==> src/design/assert_macros.svh <==
// Assertion helpers for the allocator. Both expect clk_i and rst_ni in scope.
`ifndef ASSERT_MACROS_SVH
`define ASSERT_MACROS_SVH
`ifndef SYNTHESIS
`define BA_IMPLY(lbl, ante, cons) \
  lbl: assert property (@(posedge clk_i) disable iff (!rst_ni) (ante) |-> (cons)) \
    else $error("allocator assertion failed");
`define BA_NEXT(lbl, ante, cons) \
  lbl: assert property (@(posedge clk_i) disable iff (!rst_ni) (ante) |=> (cons)) \
    else $error("allocator assertion failed");
`else
`define BA_IMPLY(lbl, ante, cons)
`define BA_NEXT(lbl, ante, cons)
`endif
`endif

==> src/design/balloc_pkg.sv <==
package balloc_pkg;

  localparam int unsigned POOL_ORDER_DEF   = 16;
  localparam int unsigned MIN_ORDER_DEF    = 5;
  localparam int unsigned HEADER_BYTES_DEF = 24;

  localparam int unsigned REQ_W   = 17;
  localparam int unsigned FADDR_W = 16;
  localparam int unsigned ADDR_W  = 16;
  localparam int unsigned ORD_W   = 5;

  typedef enum logic [1:0] {
    STAT_DONE = 2'd0,
    STAT_OOM  = 2'd1,
    STAT_IGN  = 2'd2
  } stat_e;

  typedef enum logic [4:0] {
    OP_NOP, OP_CLR, OP_LOAD, OP_SIZE, OP_SEARCH, OP_SEL, OP_REM_RD, OP_REM_LINK,
    OP_REM_CLR, OP_SPLIT_A, OP_SPLIT_B, OP_PUSH, OP_PUSH_LINK, OP_T_S, OP_RESERVE,
    OP_FCHK, OP_FRD, OP_FEVAL, OP_MRD, OP_T_B, OP_MERGE, OP_MORD, OP_FIN
  } dp_op_e;

  typedef struct packed {
    dp_op_e op;
    stat_e  stat;
  } dp_cmd_t;

  typedef struct packed {
    logic clr_last;
    logic too_big;
    logic found;
    logic gt;
    logic fbad;
    logic fok;
    logic top;
    logic mok;
  } dp_sts_t;

  typedef enum logic [4:0] {
    ST_CLR, ST_IDLE, ST_SIZE, ST_SEARCH, ST_SEL, ST_REM_RD, ST_REM_LINK, ST_REM_CLR,
    ST_SPLIT_A, ST_SPLIT_B, ST_PUSH, ST_PUSH_LINK, ST_SEL_S, ST_RESERVE, ST_FCHK,
    ST_FRD, ST_FEVAL, ST_MCHK, ST_MRD, ST_MEVAL, ST_SEL_B, ST_MERGE, ST_MORD, ST_FIN
  } ctrl_state_e;

endpackage

==> src/design/balloc_ctrl.sv <==
`include "assert_macros.svh"

module balloc_ctrl (
  input  logic                clk_i,
  input  logic                rst_ni,
  input  logic                in_valid_i,
  output logic                in_ready_o,
  input  logic                kind_i,
  output logic                out_valid_o,
  input  logic                out_ready_i,
  output balloc_pkg::dp_cmd_t cmd_o,
  input  balloc_pkg::dp_sts_t sts_i
);
  import balloc_pkg::*;

  ctrl_state_e state_q, state_d, ret_q, ret_d;
  stat_e       fst_q, fst_d;
  logic        out_valid_q, out_valid_d;
  logic        ld;

  // The result register frees up when empty or when its beat is taken.
  assign ld = (state_q == ST_FIN) && (!out_valid_q || out_ready_i);

  always_comb begin
    state_d = state_q;
    ret_d   = ret_q;
    fst_d   = fst_q;
    unique case (state_q)
      ST_CLR:       if (sts_i.clr_last) state_d = ST_IDLE;
      ST_IDLE:      if (in_valid_i) state_d = kind_i ? ST_FCHK : ST_SIZE;
      ST_SIZE:      state_d = ST_SEARCH;
      ST_SEARCH: begin
        if (sts_i.too_big || !sts_i.found) begin
          fst_d   = STAT_OOM;
          state_d = ST_FIN;
        end else begin
          state_d = ST_SEL;
        end
      end
      ST_SEL: begin
        ret_d   = sts_i.gt ? ST_SPLIT_A : ST_RESERVE;
        state_d = ST_REM_RD;
      end
      ST_REM_RD:    state_d = ST_REM_LINK;
      ST_REM_LINK:  state_d = ST_REM_CLR;
      ST_REM_CLR:   state_d = ret_q;
      ST_SPLIT_A:   state_d = ST_SPLIT_B;
      ST_SPLIT_B: begin
        ret_d   = ST_SEL_S;
        state_d = ST_PUSH;
      end
      ST_PUSH:      state_d = ST_PUSH_LINK;
      ST_PUSH_LINK: state_d = ret_q;
      ST_SEL_S: begin
        ret_d   = ST_SEL;
        state_d = ST_PUSH;
      end
      ST_RESERVE: begin
        fst_d   = STAT_DONE;
        state_d = ST_FIN;
      end
      ST_FCHK: begin
        if (sts_i.fbad) begin
          fst_d   = STAT_IGN;
          state_d = ST_FIN;
        end else begin
          state_d = ST_FRD;
        end
      end
      ST_FRD:       state_d = ST_FEVAL;
      ST_FEVAL: begin
        if (!sts_i.fok) begin
          fst_d   = STAT_IGN;
          state_d = ST_FIN;
        end else begin
          ret_d   = ST_MCHK;
          state_d = ST_PUSH;
        end
      end
      ST_MCHK: begin
        if (sts_i.top) begin
          fst_d   = STAT_DONE;
          state_d = ST_FIN;
        end else begin
          state_d = ST_MRD;
        end
      end
      ST_MRD:       state_d = ST_MEVAL;
      ST_MEVAL: begin
        if (!sts_i.mok) begin
          fst_d   = STAT_DONE;
          state_d = ST_FIN;
        end else begin
          ret_d   = ST_SEL_B;
          state_d = ST_REM_RD;
        end
      end
      ST_SEL_B: begin
        ret_d   = ST_MERGE;
        state_d = ST_REM_RD;
      end
      ST_MERGE:     state_d = ST_MORD;
      ST_MORD: begin
        ret_d   = ST_MCHK;
        state_d = ST_PUSH;
      end
      ST_FIN:       if (ld) state_d = ST_IDLE;
      default:      state_d = ST_IDLE;
    endcase
  end

  always_comb begin
    cmd_o.op   = OP_NOP;
    cmd_o.stat = fst_q;
    in_ready_o = 1'b0;
    unique case (state_q)
      ST_CLR:       cmd_o.op = OP_CLR;
      ST_IDLE: begin
        in_ready_o = 1'b1;
        if (in_valid_i) cmd_o.op = OP_LOAD;
      end
      ST_SIZE:      cmd_o.op = OP_SIZE;
      ST_SEARCH:    cmd_o.op = OP_SEARCH;
      ST_SEL:       cmd_o.op = OP_SEL;
      ST_REM_RD:    cmd_o.op = OP_REM_RD;
      ST_REM_LINK:  cmd_o.op = OP_REM_LINK;
      ST_REM_CLR:   cmd_o.op = OP_REM_CLR;
      ST_SPLIT_A:   cmd_o.op = OP_SPLIT_A;
      ST_SPLIT_B:   cmd_o.op = OP_SPLIT_B;
      ST_PUSH:      cmd_o.op = OP_PUSH;
      ST_PUSH_LINK: cmd_o.op = OP_PUSH_LINK;
      ST_SEL_S:     cmd_o.op = OP_T_S;
      ST_RESERVE:   cmd_o.op = OP_RESERVE;
      ST_FCHK:      cmd_o.op = OP_FCHK;
      ST_FRD:       cmd_o.op = OP_FRD;
      ST_FEVAL:     cmd_o.op = OP_FEVAL;
      ST_MRD:       cmd_o.op = OP_MRD;
      ST_SEL_B:     cmd_o.op = OP_T_B;
      ST_MERGE:     cmd_o.op = OP_MERGE;
      ST_MORD:      cmd_o.op = OP_MORD;
      ST_FIN:       if (ld) cmd_o.op = OP_FIN;
      default:      cmd_o.op = OP_NOP;
    endcase
  end

  assign out_valid_d = ld || (out_valid_q && !out_ready_i);
  assign out_valid_o = out_valid_q;

  always_ff @(posedge clk_i or negedge rst_ni) begin
    if (!rst_ni) begin
      state_q     <= ST_CLR;
      ret_q       <= ST_IDLE;
      fst_q       <= STAT_DONE;
      out_valid_q <= 1'b0;
    end else begin
      state_q     <= state_d;
      ret_q       <= ret_d;
      fst_q       <= fst_d;
      out_valid_q <= out_valid_d;
    end
  end

  `BA_IMPLY(a_no_accept_in_clear, state_q == ST_CLR, !in_ready_o)
  `BA_IMPLY(a_load_into_free_reg, ld, !out_valid_q || out_ready_i)
  `BA_NEXT(a_accept_leaves_idle, in_valid_i && in_ready_o, state_q != ST_IDLE)
  `BA_NEXT(a_load_sets_valid, ld, out_valid_q)

endmodule

==> config.mk <==
export PLATFORM = sky130hd
export DESIGN_NAME = balloc_ctrl
export DESIGN_NICKNAME = d
export VERILOG_FILES = /design/src/design/balloc_pkg.sv /design/src/design/balloc_ctrl.sv
export VERILOG_INCLUDE_DIRS = /design/src /design/src/design
export SDC_FILE = /design/constraint.sdc
export NUM_CORES = 1
export LEC_CHECK = 0
export ABC_AREA = 1
export BUFFER_PORTS_ARGS = -buffer_cell sky130_fd_sc_hd__buf_4
export CAP_MARGIN = 25
export CORE_MARGIN = 4
export CORE_UTILIZATION = 40
export CTS_BUF_LIST = sky130_fd_sc_hd__clkbuf_4 sky130_fd_sc_hd__clkbuf_8 sky130_fd_sc_hd__clkbuf_16
export DETAILED_ROUTE_END_ITERATION = 8
export PLACE_DENSITY = 0.63
export SYNTH_ARGS = -nofsm -noshare
export SYNTH_HDL_FRONTEND = slang
export SYNTH_SLANG_ARGS = --single-unit
==> constraint.sdc <==
create_clock -name clk_i -period 1.9 [get_ports clk_i]
set_input_delay 0.19 -clock clk_i [delete_from_list [all_inputs] [get_ports clk_i]]
set_output_delay 0.19 -clock clk_i [all_outputs]
set_load 0.02 [all_outputs]
==> impl_metrics.json, run 1 <==
{
  "dr_total_vias": 1503,
  "die_h_um": 60.7,
  "path_max_fanout": 7,
  "start_util_pct": 43.3,
  "synth_edf_count": 0,
  "cp-end-kind": "output pin",
  "syn-cell-area_sq_um": 1110,
  "clock-sinks": 12,
  "power.share.switching_pct": 54.0,
  "place_congestion": 0.958,
  "slew_violations": 0,
  "synth_commonest_cells": "nand2_1 (74), nor2_1 (31), inv_1 (27)",
  "synthesis.nets": 211,
  "synth.most_common_cell": "nand2_1",
  "status": "completed",
  "final_area_sq_um": 1580,
  "clockRootBuffer": "clkbuf_4",
  "grt_usage_pct": 23.6,
  "reg2reg_slack_ps": 110,
  "worst-setup-path-type": "reg -> out",
  "rr_worst_depth": 8,
  "insertion_delay_ps": 280,
  "worst_slack_ps": 15.8,
  "yosysSeqAreaShare_pct": 27.1,
  "period_minus_slack_ps": 1880,
  "wl_mm": 4.01,
  "drv_cap": 0,
  "met3_length_um": 411,
  "grt_max_degree": 13,
  "ios": 22,
  "seqPwrFrac_pct": 19.9,
  "clk_path_buf_depth": 2,
  "htree_levels": 1,
  "diodes": 0,
  "fin_nets": 247,
  "path_cells": "inv_4 > nand3_1 > nor2_1 > nor3_4 > nand3_2 > buf_6",
  "critPathRequiredTime_ps": 1710,
  "syn_inst": 198,
  "synthArstFlopShare_pct": 100,
  "finalCoreUtilization_pct": 61.5,
  "synth_top_cells_by_area": "nand2_1 (25%), dfrtp_1 (25%), nor2_1 (10%), nand3_1 (9.9%), inv_1 (9.1%)",
  "remaining_drc_errors": 0,
  "dp_slack_ps": 104,
  "yosysTopAreaCell": "nand2_1",
  "hold_class": "in -> reg",
  "ir_drop_uv": 1180,
  "synth_top_area_share_pct": 25.0,
  "timing.fmax_mhz": 531,
  "hold_path_end": "out_valid_o$_DFF_PN0_",
  "io_buffers": 21,
  "final_layout_size_suffix_gt1_share_pct": 33.0,
  "p_int_mw": 1.28,
  "postPlaceCellArea_sq_um": 1360,
  "max_stage_delay_ps": 470,
  "cp_top_family": "simple AND/OR/NAND/NOR gates",
  "finalSetupTns_ps": 0,
  "wire_per_inst_um": 15.3,
  "finalClockSkew_ps": 3.21,
  "fp.dieW_um": 60.7,
  "path_clk_slew_ps": 80,
  "viasPerCell": 5.71,
  "wl_met1_mm": 1.63,
  "core_sq_um": 2570,
  "slew_headroom_pct": 77.7,
  "hpwl_mm": 3.17,
  "r2r_end": "fst_q[0]$_DFFE_PN0P_",
  "std_cell_rows": 18,
  "hold_viol": 0,
  "cts_tree": "built",
  "pwr-share-clk_pct": 7.5,
  "synth.distinct_cells": 22,
  "p_leak_nw": 0.918,
  "min_from": "out_ready_i",
  "area_delta_synth_final_pct": 42.2,
  "combPwrFrac_pct": 72.7,
  "grt_pass1_vias": 1359,
  "crit_path_start_kind": "flip-flop",
  "highest-signal-layer": "met4",
  "setup_viol": 0,
  "rsz0062_at_grt": "true",
  "powerDensity_nw_per_um2": 1760,
  "p_switching_mw": 1.50,
  "first_pass_iters": 5,
  "drtIter0Drc": 141,
  "ys_warn_count": 0,
  "ys_ff_latch": 12,
  "worstPathArrival_ps": 1690,
  "worstReg2RegStart": "state_q[4]$_DFFE_PN0P_",
  "yosys_most_used_dff": "dfrtp_1",
  "cp.depth": 6,
  "syn_avg_cell_area_sq_um": 5.61,
  "fin_crit_sh_pct": 99.2,
  "dieArea_sq_um": 3690,
  "wl_met2_mm": 1.84,
  "worst_slew_pin_slew_ps": 333,
  "grt_pass1_wl_mm": 6.25,
  "critPathBufInv": 2,
  "critPathSlowestCell": "dfrtp_2",
  "place_inst": 257,
  "grt_overflow": 0,
  "antenna_found_initial": 0,
  "final_cells": 263,
  "finalPower_mw": 2.78,
  "ant_nets": 0,
  "numCtsBuffers": 3,
  "hold_depth": 4,
  "whs_ps": 237
}
-- power groups by stage --
| stage | combinational (mW) | clock [mW] | sequential [mW] |
|---|---|---|---|
| 6_report | 2.02 | 0.207 | 0.551 |
| 3_5_place_dp | 1.71 | 0 | 0.506 |
| 5_1_grt | 2.23 | 0.223 | 0.565 |
| 3_3_place_gp | 1.72 | 0 | 0.501 |
| 2_1_floorplan | 1.11 | 0 | 0.486 |
| 4_1_cts | 1.78 | 0.212 | 0.521 |
-- worst max-delay path by stage --
stage	startpoint	end	slack [ps]
floorplan	state_q[4]$_DFFE_PN0P_	state_q[3]$_DFFE_PN0P_	300
global placement	state_q[4]$_DFFE_PN0P_	state_q[3]$_DFFE_PN0P_	160
detailed placement	state_q[4]$_DFFE_PN0P_	state_q[3]$_DFFE_PN0P_	100
CTS	state_q[3]$_DFFE_PN0P_	cmd_o[4]	-3
global route	state_q[1]$_DFFE_PN0P_	cmd_o[3]	-80
finish	state_q[4]$_DFFE_PN0P_	cmd_o[4]	20
-- cell families after synthesis --
kind of cell	Yosys count	share of synthesized area, %
and+or+nand+nor	145	55.2
DFF	12	27.1
AOI/OAI and AO/OA	13	7.55
buffers and inverters	28	10.1
-- worst min-delay path, stage by stage --
cell and delay (ps):
buf_4 80, inv_1 40, nand2_1 70, o21ai_0 90
-- repair_timing --
action	in CTS	in global routing
resized for setup	17	37
buffers inserted	0	2
setup endpoints to repair	5	5
pin swaps	0	5
hold buffers	1	0
endpoints found under the hold margin	12	0
-- flip-flops by register name, indices dropped and copies added (netlist names) --
register,count
out_valid_o,1
ret_q,4
fst_q,2
state_q,5
-- layout make-up --
type	instances	area, sq um
fillers	251	987
multi-input cells	158	846
inverters	27	106
clock buffers	4	36.3
flip-flops and latches	12	308
repair buffers	32	246
well taps	30	37.5
-- cell usage in the layout, fill, tap and decap left out, types with 3 or more instances in the layout --
master,instances
nor2_2,5
nand4_1,6
inv_1,22
clkbuf_4,3
nor2_1,21
nand2_4,3
nand2_1,60
nand3b_1,3
dfrtp_2,5
nor2_4,6
nand2_2,11
buf_4,30
nor3_1,3
nand3_1,19
dfrtp_1,6
inv_2,3
-- metal layers --
metal / track usage, % / up-vias
li1: - / 720
met1: 32.4 / 671
met2: 37.3 / 92
met3: 2.77 / 20
met4: 10.2 / 0
met5: 0 / -
(Power assumes the default switching activity.)
==> run 2: changes to the inputs <==
--- a/config.mk
+++ b/config.mk
@@ -9,11 +9,11 @@
 export ABC_AREA = 1
 export BUFFER_PORTS_ARGS = -buffer_cell sky130_fd_sc_hd__buf_4
 export CAP_MARGIN = 25
-export CORE_MARGIN = 4
+export CORE_MARGIN = 5
 export CORE_UTILIZATION = 40
 export CTS_BUF_LIST = sky130_fd_sc_hd__clkbuf_4 sky130_fd_sc_hd__clkbuf_8 sky130_fd_sc_hd__clkbuf_16
 export DETAILED_ROUTE_END_ITERATION = 8
-export PLACE_DENSITY = 0.63
+export PLACE_DENSITY_LB_ADDON = 0.12
 export SYNTH_ARGS = -nofsm -noshare
 export SYNTH_HDL_FRONTEND = slang
 export SYNTH_SLANG_ARGS = --single-unit
==> impl_metrics.json, run 2 (same netlist as run 1, synthesis figures left out) <==
{
  "status": "completed",
  "slew_headroom_pct": 78.4,
  "hpwl_mm": 2.99,
  "rsz0062_at_grt": "true",
  "start_util_pct": 41.0,
  "worstPathArrival_ps": 1700,
  "path_clk_slew_ps": 80,
  "dp_slack_ps": -17.2,
  "final_cells": 264,
  "top_regs": "state_q (5), ret_q (4), fst_q (2)",
  "dr_total_vias": 1501,
  "largest_register_ffs": 5,
  "ir_drop_uv": 1270,
  "setup_viol": 0,
  "period_minus_slack_ps": 1890,
  "diodes": 0,
  "grt_pass1_vias": 1334,
  "drtIter0Drc": 163,
  "remaining_drc_errors": 0,
  "finalClockSkew_ps": 2.49,
  "path_cells": "inv_2 > nand2_2 > nor2_1 > nand2_1 > nand2_1 > a31oi_1 > nand4_1 > buf_4",
  "place_congestion": 0.979,
  "crit_path_start_kind": "flip-flop",
  "grt_max_degree": 13,
  "ios": 22,
  "cp_top_family": "simple AND/OR/NAND/NOR gates",
  "io_buffers": 21,
  "htree_levels": 1,
  "area_delta_synth_final_pct": 40.5,
  "final_cell_mix": "nand2_1 (64), buf_4 (28), nor2_1 (23)",
  "first_pass_iters": 5,
  "path_common_cell": "nand2_1",
  "clk_path_buf_depth": 2,
  "fp.dieW_um": 62.7,
  "cp-end-kind": "output pin",
  "layout_commonest_cell": "nand2_1",
  "hold_class": "in -> reg",
  "viasPerCell": 5.69,
  "fin_crit_sh_pct": 99.5,
  "die_h_um": 62.7,
  "grt_usage_pct": 18.7,
  "regMostFlops": "state_q",
  "hold_viol": 0,
  "place_inst": 255,
  "critPathRequiredTime_ps": 1710,
  "max_stage_delay_ps": 470,
  "worst-setup-path-type": "reg -> out",
  "path_max_fanout": 7,
  "critPathBufInv": 2,
  "core_sq_um": 2710,
  "drv_cap": 0,
  "grt_pass1_wl_mm": 6.08,
  "p_leak_nw": 0.900,
  "worst_slack_ps": 8.67,
  "worst_slew_pin_slew_ps": 321,
  "final_layout_size_suffix_gt1_share_pct": 31.3,
  "powerDensity_nw_per_um2": 1770,
  "wl_mm": 4.06,
  "fill_cells": 270,
  "timing.fmax_mhz": 529,
  "ant_nets": 0,
  "insertion_delay_ps": 270,
  "fin_nets": 247,
  "clock-sinks": 12,
  "slew_violations": 0,
  "dieArea_sq_um": 3930,
  "antenna_found_initial": 0,
  "grt_overflow": 0,
  "std_cell_rows": 19,
  "wire_per_inst_um": 15.4,
  "numCtsBuffers": 3,
  "cts_tree": "built",
  "clockRootBuffer": "clkbuf_4",
  "critPathSlowestCell": "dfrtp_2"
}
==> run 2: power by group <==
| part | total (mW) | switching (mW) | internal, mW |
|---|---|---|---|
| sequential | 0.552 | 0.162 | 0.390 |
| combinational | 2.00 | 1.23 | 0.774 |
| clock | 0.202 | 0.0854 | 0.116 |
==> run 2: final cells by class <==
type | instances | area [sq um] | area share [%]
multi-input cells | 158 | 812 | 52.0
flip-flops and latches | 12 | 308 | 19.7
repair buffers | 32 | 263 | 16.8
inverters | 27 | 104 | 6.65
well taps | 31 | 38.8 | 2.48
clock buffers | 4 | 36.3 | 2.32
==> run 2: stage by stage <==
step	setup TNS, ps	hold slack [ps]	instance area, sq um	util [%]	total power [mW]
floorplan	0	-106	1110	-	1.60
global placement	-211	34.9	1340	49.5	2.21
detailed placement	-28.7	36.9	1340	49.5	2.18
CTS	0	215	1410	51.9	2.42
global route	-298	259	1560	57.6	2.97
finish	0	241	1560	57.6	2.76
==> run 2: what timing repair did <==
| action | in CTS | in global routing |
|---|---|---|
| cloned | 0 | 0 |
| pin swaps | 0 | 4 |
| hold buffers | 1 | 0 |
| setup endpoints to repair | 9 | 7 |
| endpoints found under the hold margin | 12 | 0 |
| resized for setup | 7 | 39 |
| buffers inserted | 0 | 4 |
==> run 2: tightest hold or removal path, cell delays in order <==
cell,delay (ps)
buf_4,80
inv_1,40
nand2_1,70
o21ai_0,90
==> run 2: final timing paths <==
check | start | to | slack [ps] | cells past startpoint
worst max register to register | state_q[4]$_DFFE_PN0P_ | fst_q[0]$_DFFE_PN0P_ | 190 | 8
min in group asynchronous | rst_ni | out_valid_o$_DFF_PN0_ | 300 | 2
worst min register to register | fst_q[0]$_DFFE_PN0P_ | fst_q[0]$_DFFE_PN0P_ | 480 | 2
worst min-delay path | out_ready_i | out_valid_o$_DFF_PN0_ | 240 | 4
worst max-delay path | state_q[2]$_DFFE_PN0P_ | cmd_o[3] | 9 | 8
max in group asynchronous | rst_ni | ret_q[0]$_DFFE_PN1P_ | 1370 | 2
==> run 2: layer usage <==
metal	routed length (um)	GRT usage, %	vias to the layer above
li1	-	-	718
met1	1740	25.8	669
met2	1860	28.2	101
met3	365	3.60	13
met4	99	8.22	0
met5	0	0	-
==> run 3: changes to the inputs <==
--- a/config.mk
+++ b/config.mk
@@ -10,9 +10,10 @@
 export BUFFER_PORTS_ARGS = -buffer_cell sky130_fd_sc_hd__buf_4
 export CAP_MARGIN = 25
 export CORE_MARGIN = 5
-export CORE_UTILIZATION = 40
+export CORE_UTILIZATION = 50
 export CTS_BUF_LIST = sky130_fd_sc_hd__clkbuf_4 sky130_fd_sc_hd__clkbuf_8 sky130_fd_sc_hd__clkbuf_16
 export DETAILED_ROUTE_END_ITERATION = 8
+export GPL_TIMING_DRIVEN = 0
 export PLACE_DENSITY_LB_ADDON = 0.12
 export SYNTH_ARGS = -nofsm -noshare
 export SYNTH_HDL_FRONTEND = slang
==> impl_metrics.json, run 3 (same netlist as run 1, synthesis figures left out) <==
{
  "antenna_found_initial": 0,
  "path_clk_slew_ps": 70,
  "setup_viol": 4,
  "worstPathArrival_ps": 1820,
  "pwr-share-clk_pct": 6.8,
  "rsz0062_at_grt": "true",
  "hold_viol": 0,
  "regMostFlops": "state_q",
  "grt_max_degree": 13,
  "finalCoreUtilization_pct": 74.0,
  "grt_pass1_vias": 1329,
  "combPwrFrac_pct": 75.0,
  "std_cell_rows": 17,
  "p_switching_mw": 1.55,
  "fp.dieW_um": 57.1,
  "cp-end-kind": "output pin",
  "io_buffers": 21,
  "die_h_um": 57.1,
  "final_area_sq_um": 1610,
  "rr_worst_depth": 10,
  "ios": 22,
  "slew_violations": 0,
  "worst-setup-path-type": "reg -> out",
  "hpwl_mm": 2.91,
  "violations": "setup timing",
  "viasPerCell": 5.85,
  "grt_usage_pct": 22.6,
  "final_cell_mix": "nand2_1 (69), buf_4 (25), inv_1 (22), nor2_1 (22), nand3_1 (19)",
  "dr_total_vias": 1527,
  "insertion_delay_ps": 270,
  "cts_tree": "built",
  "grt_overflow": 0,
  "area_delta_synth_final_pct": 44.6,
  "hold_class": "in -> async",
  "drv_cap": 0,
  "fin_nets": 247,
  "timing.fmax_mhz": 497,
  "fin_crit_sh_pct": 106,
  "remaining_drc_errors": 0,
  "wl_mm": 4.09,
  "start_util_pct": 51.2,
  "htree_levels": 1,
  "fill_cells": 174,
  "slew_headroom_pct": 79.4,
  "crit_path_start_kind": "flip-flop",
  "worst_slew_pin_slew_ps": 308,
  "ir_drop_uv": 1180,
  "p_int_mw": 1.34,
  "place_inst": 247,
  "finalClockSkew_ps": 2.48,
  "grt_pass1_wl_mm": 5.83,
  "p_leak_nw": 0.906,
  "place_congestion": 0.970,
  "powerDensity_nw_per_um2": 1800,
  "clock-sinks": 12,
  "whs_ps": 290,
  "largest_register_ffs": 5,
  "numCtsBuffers": 3,
  "worst_slack_ps": -112,
  "core_sq_um": 2170,
  "drtIter0Drc": 111,
  "period_minus_slack_ps": 2010,
  "dieArea_sq_um": 3260,
  "first_pass_iters": 5,
  "top_regs": "state_q (5), ret_q (4), fst_q (2)",
  "power.share.switching_pct": 53.6,
  "seqPwrFrac_pct": 18.2,
  "final_cells": 261,
  "postPlaceCellArea_sq_um": 1300,
  "status": "finished, violations left",
  "wire_per_inst_um": 15.7,
  "layout_commonest_cell": "nand2_1",
  "critPathRequiredTime_ps": 1710,
  "clockRootBuffer": "clkbuf_4",
  "ant_nets": 0,
  "clk_path_buf_depth": 2,
  "diodes": 0,
  "path_max_fanout": 5,
  "final_layout_size_suffix_gt1_share_pct": 28.8
}
-- run 3: worst max-delay path: stages (launching register included) --
cell and delay (ps):
dfrtp_2 470, inv_2 110, nand2_2 120, nor2_4 200
inv_2 80, nor2_4 120, nand2_2 90, nand2_2 90
nor2_1 60, nand3_1 90, buf_6 120
-- run 3: cell type report --
class / instances / area, sq um / area share, %
Buffer: 1 / 11.3 / 0.701
Clock buffer: 4 / 36.3 / 2.26
Inverter: 27 / 105 / 6.54
Multi-Input combinational cell: 158 / 841 / 52.3
Sequential cell: 12 / 307 / 19.1
Tap cell: 28 / 35.0 / 2.18
Timing Repair Buffer: 31 / 272 / 16.9
-- run 3: per-layer routing --
layer | track usage, % | part of all wire, % | vias to the layer above
met4 | 11.6 | 5.0 | 0
met5 | 0 | 0 | -
li1 | - | - | 711
met3 | 1.81 | 9.4 | 28
met2 | 34.9 | 46 | 109
met1 | 31.3 | 39 | 679
-- run 3: stage by stage --
stage	setup TNS, ps	setup WS, ps	power [mW]
2_1_floorplan	0	297	1.60
3_3_place_gp	0	73.6	2.10
3_5_place_dp	0	74.3	2.12
4_1_cts	-141	-43.2	2.39
5_1_grt	-1080	-180	3.08
6_report	-280	-112	2.88
-- run 3: power groups by stage --
stage	Clock [mW]	Sequential, mW	Combinational (mW)
5_1_grt	0.217	0.539	2.32
6_report	0.195	0.526	2.16
4_1_cts	0.201	0.501	1.69
3_3_place_gp	0	0.479	1.62
2_1_floorplan	0	0.486	1.11
3_5_place_dp	0	0.487	1.64
-- run 3: worst paths after layout --
| path | slack, ps | end | from |
|---|---|---|---|
| hold reg to reg | 490 | fst_q[1]$_DFFE_PN0P_ | fst_q[1]$_DFFE_PN0P_ |
| hold / removal | 290 | ret_q[2]$_DFFE_PN0P_ | rst_ni |
| setup / recovery | -110 | cmd_o[4] | state_q[3]$_DFFE_PN0P_ |
| max in group asynchronous | 1380 | ret_q[0]$_DFFE_PN1P_ | rst_ni |
| setup reg to reg | 50 | state_q[3]$_DFFE_PN0P_ | state_q[3]$_DFFE_PN0P_ |
| min in group clk_i | 310 | out_valid_o$_DFF_PN0_ | out_ready_i |
-- run 3: timing repair --
item                                    CTS  global route
hold buffers                              1             0
pin swaps                                 0             5
setup buffers                             0             9
resized for setup                        10            36
endpoints found under the setup margin    5            13
endpoints found under the hold margin    12             0
cloned                                    0             0
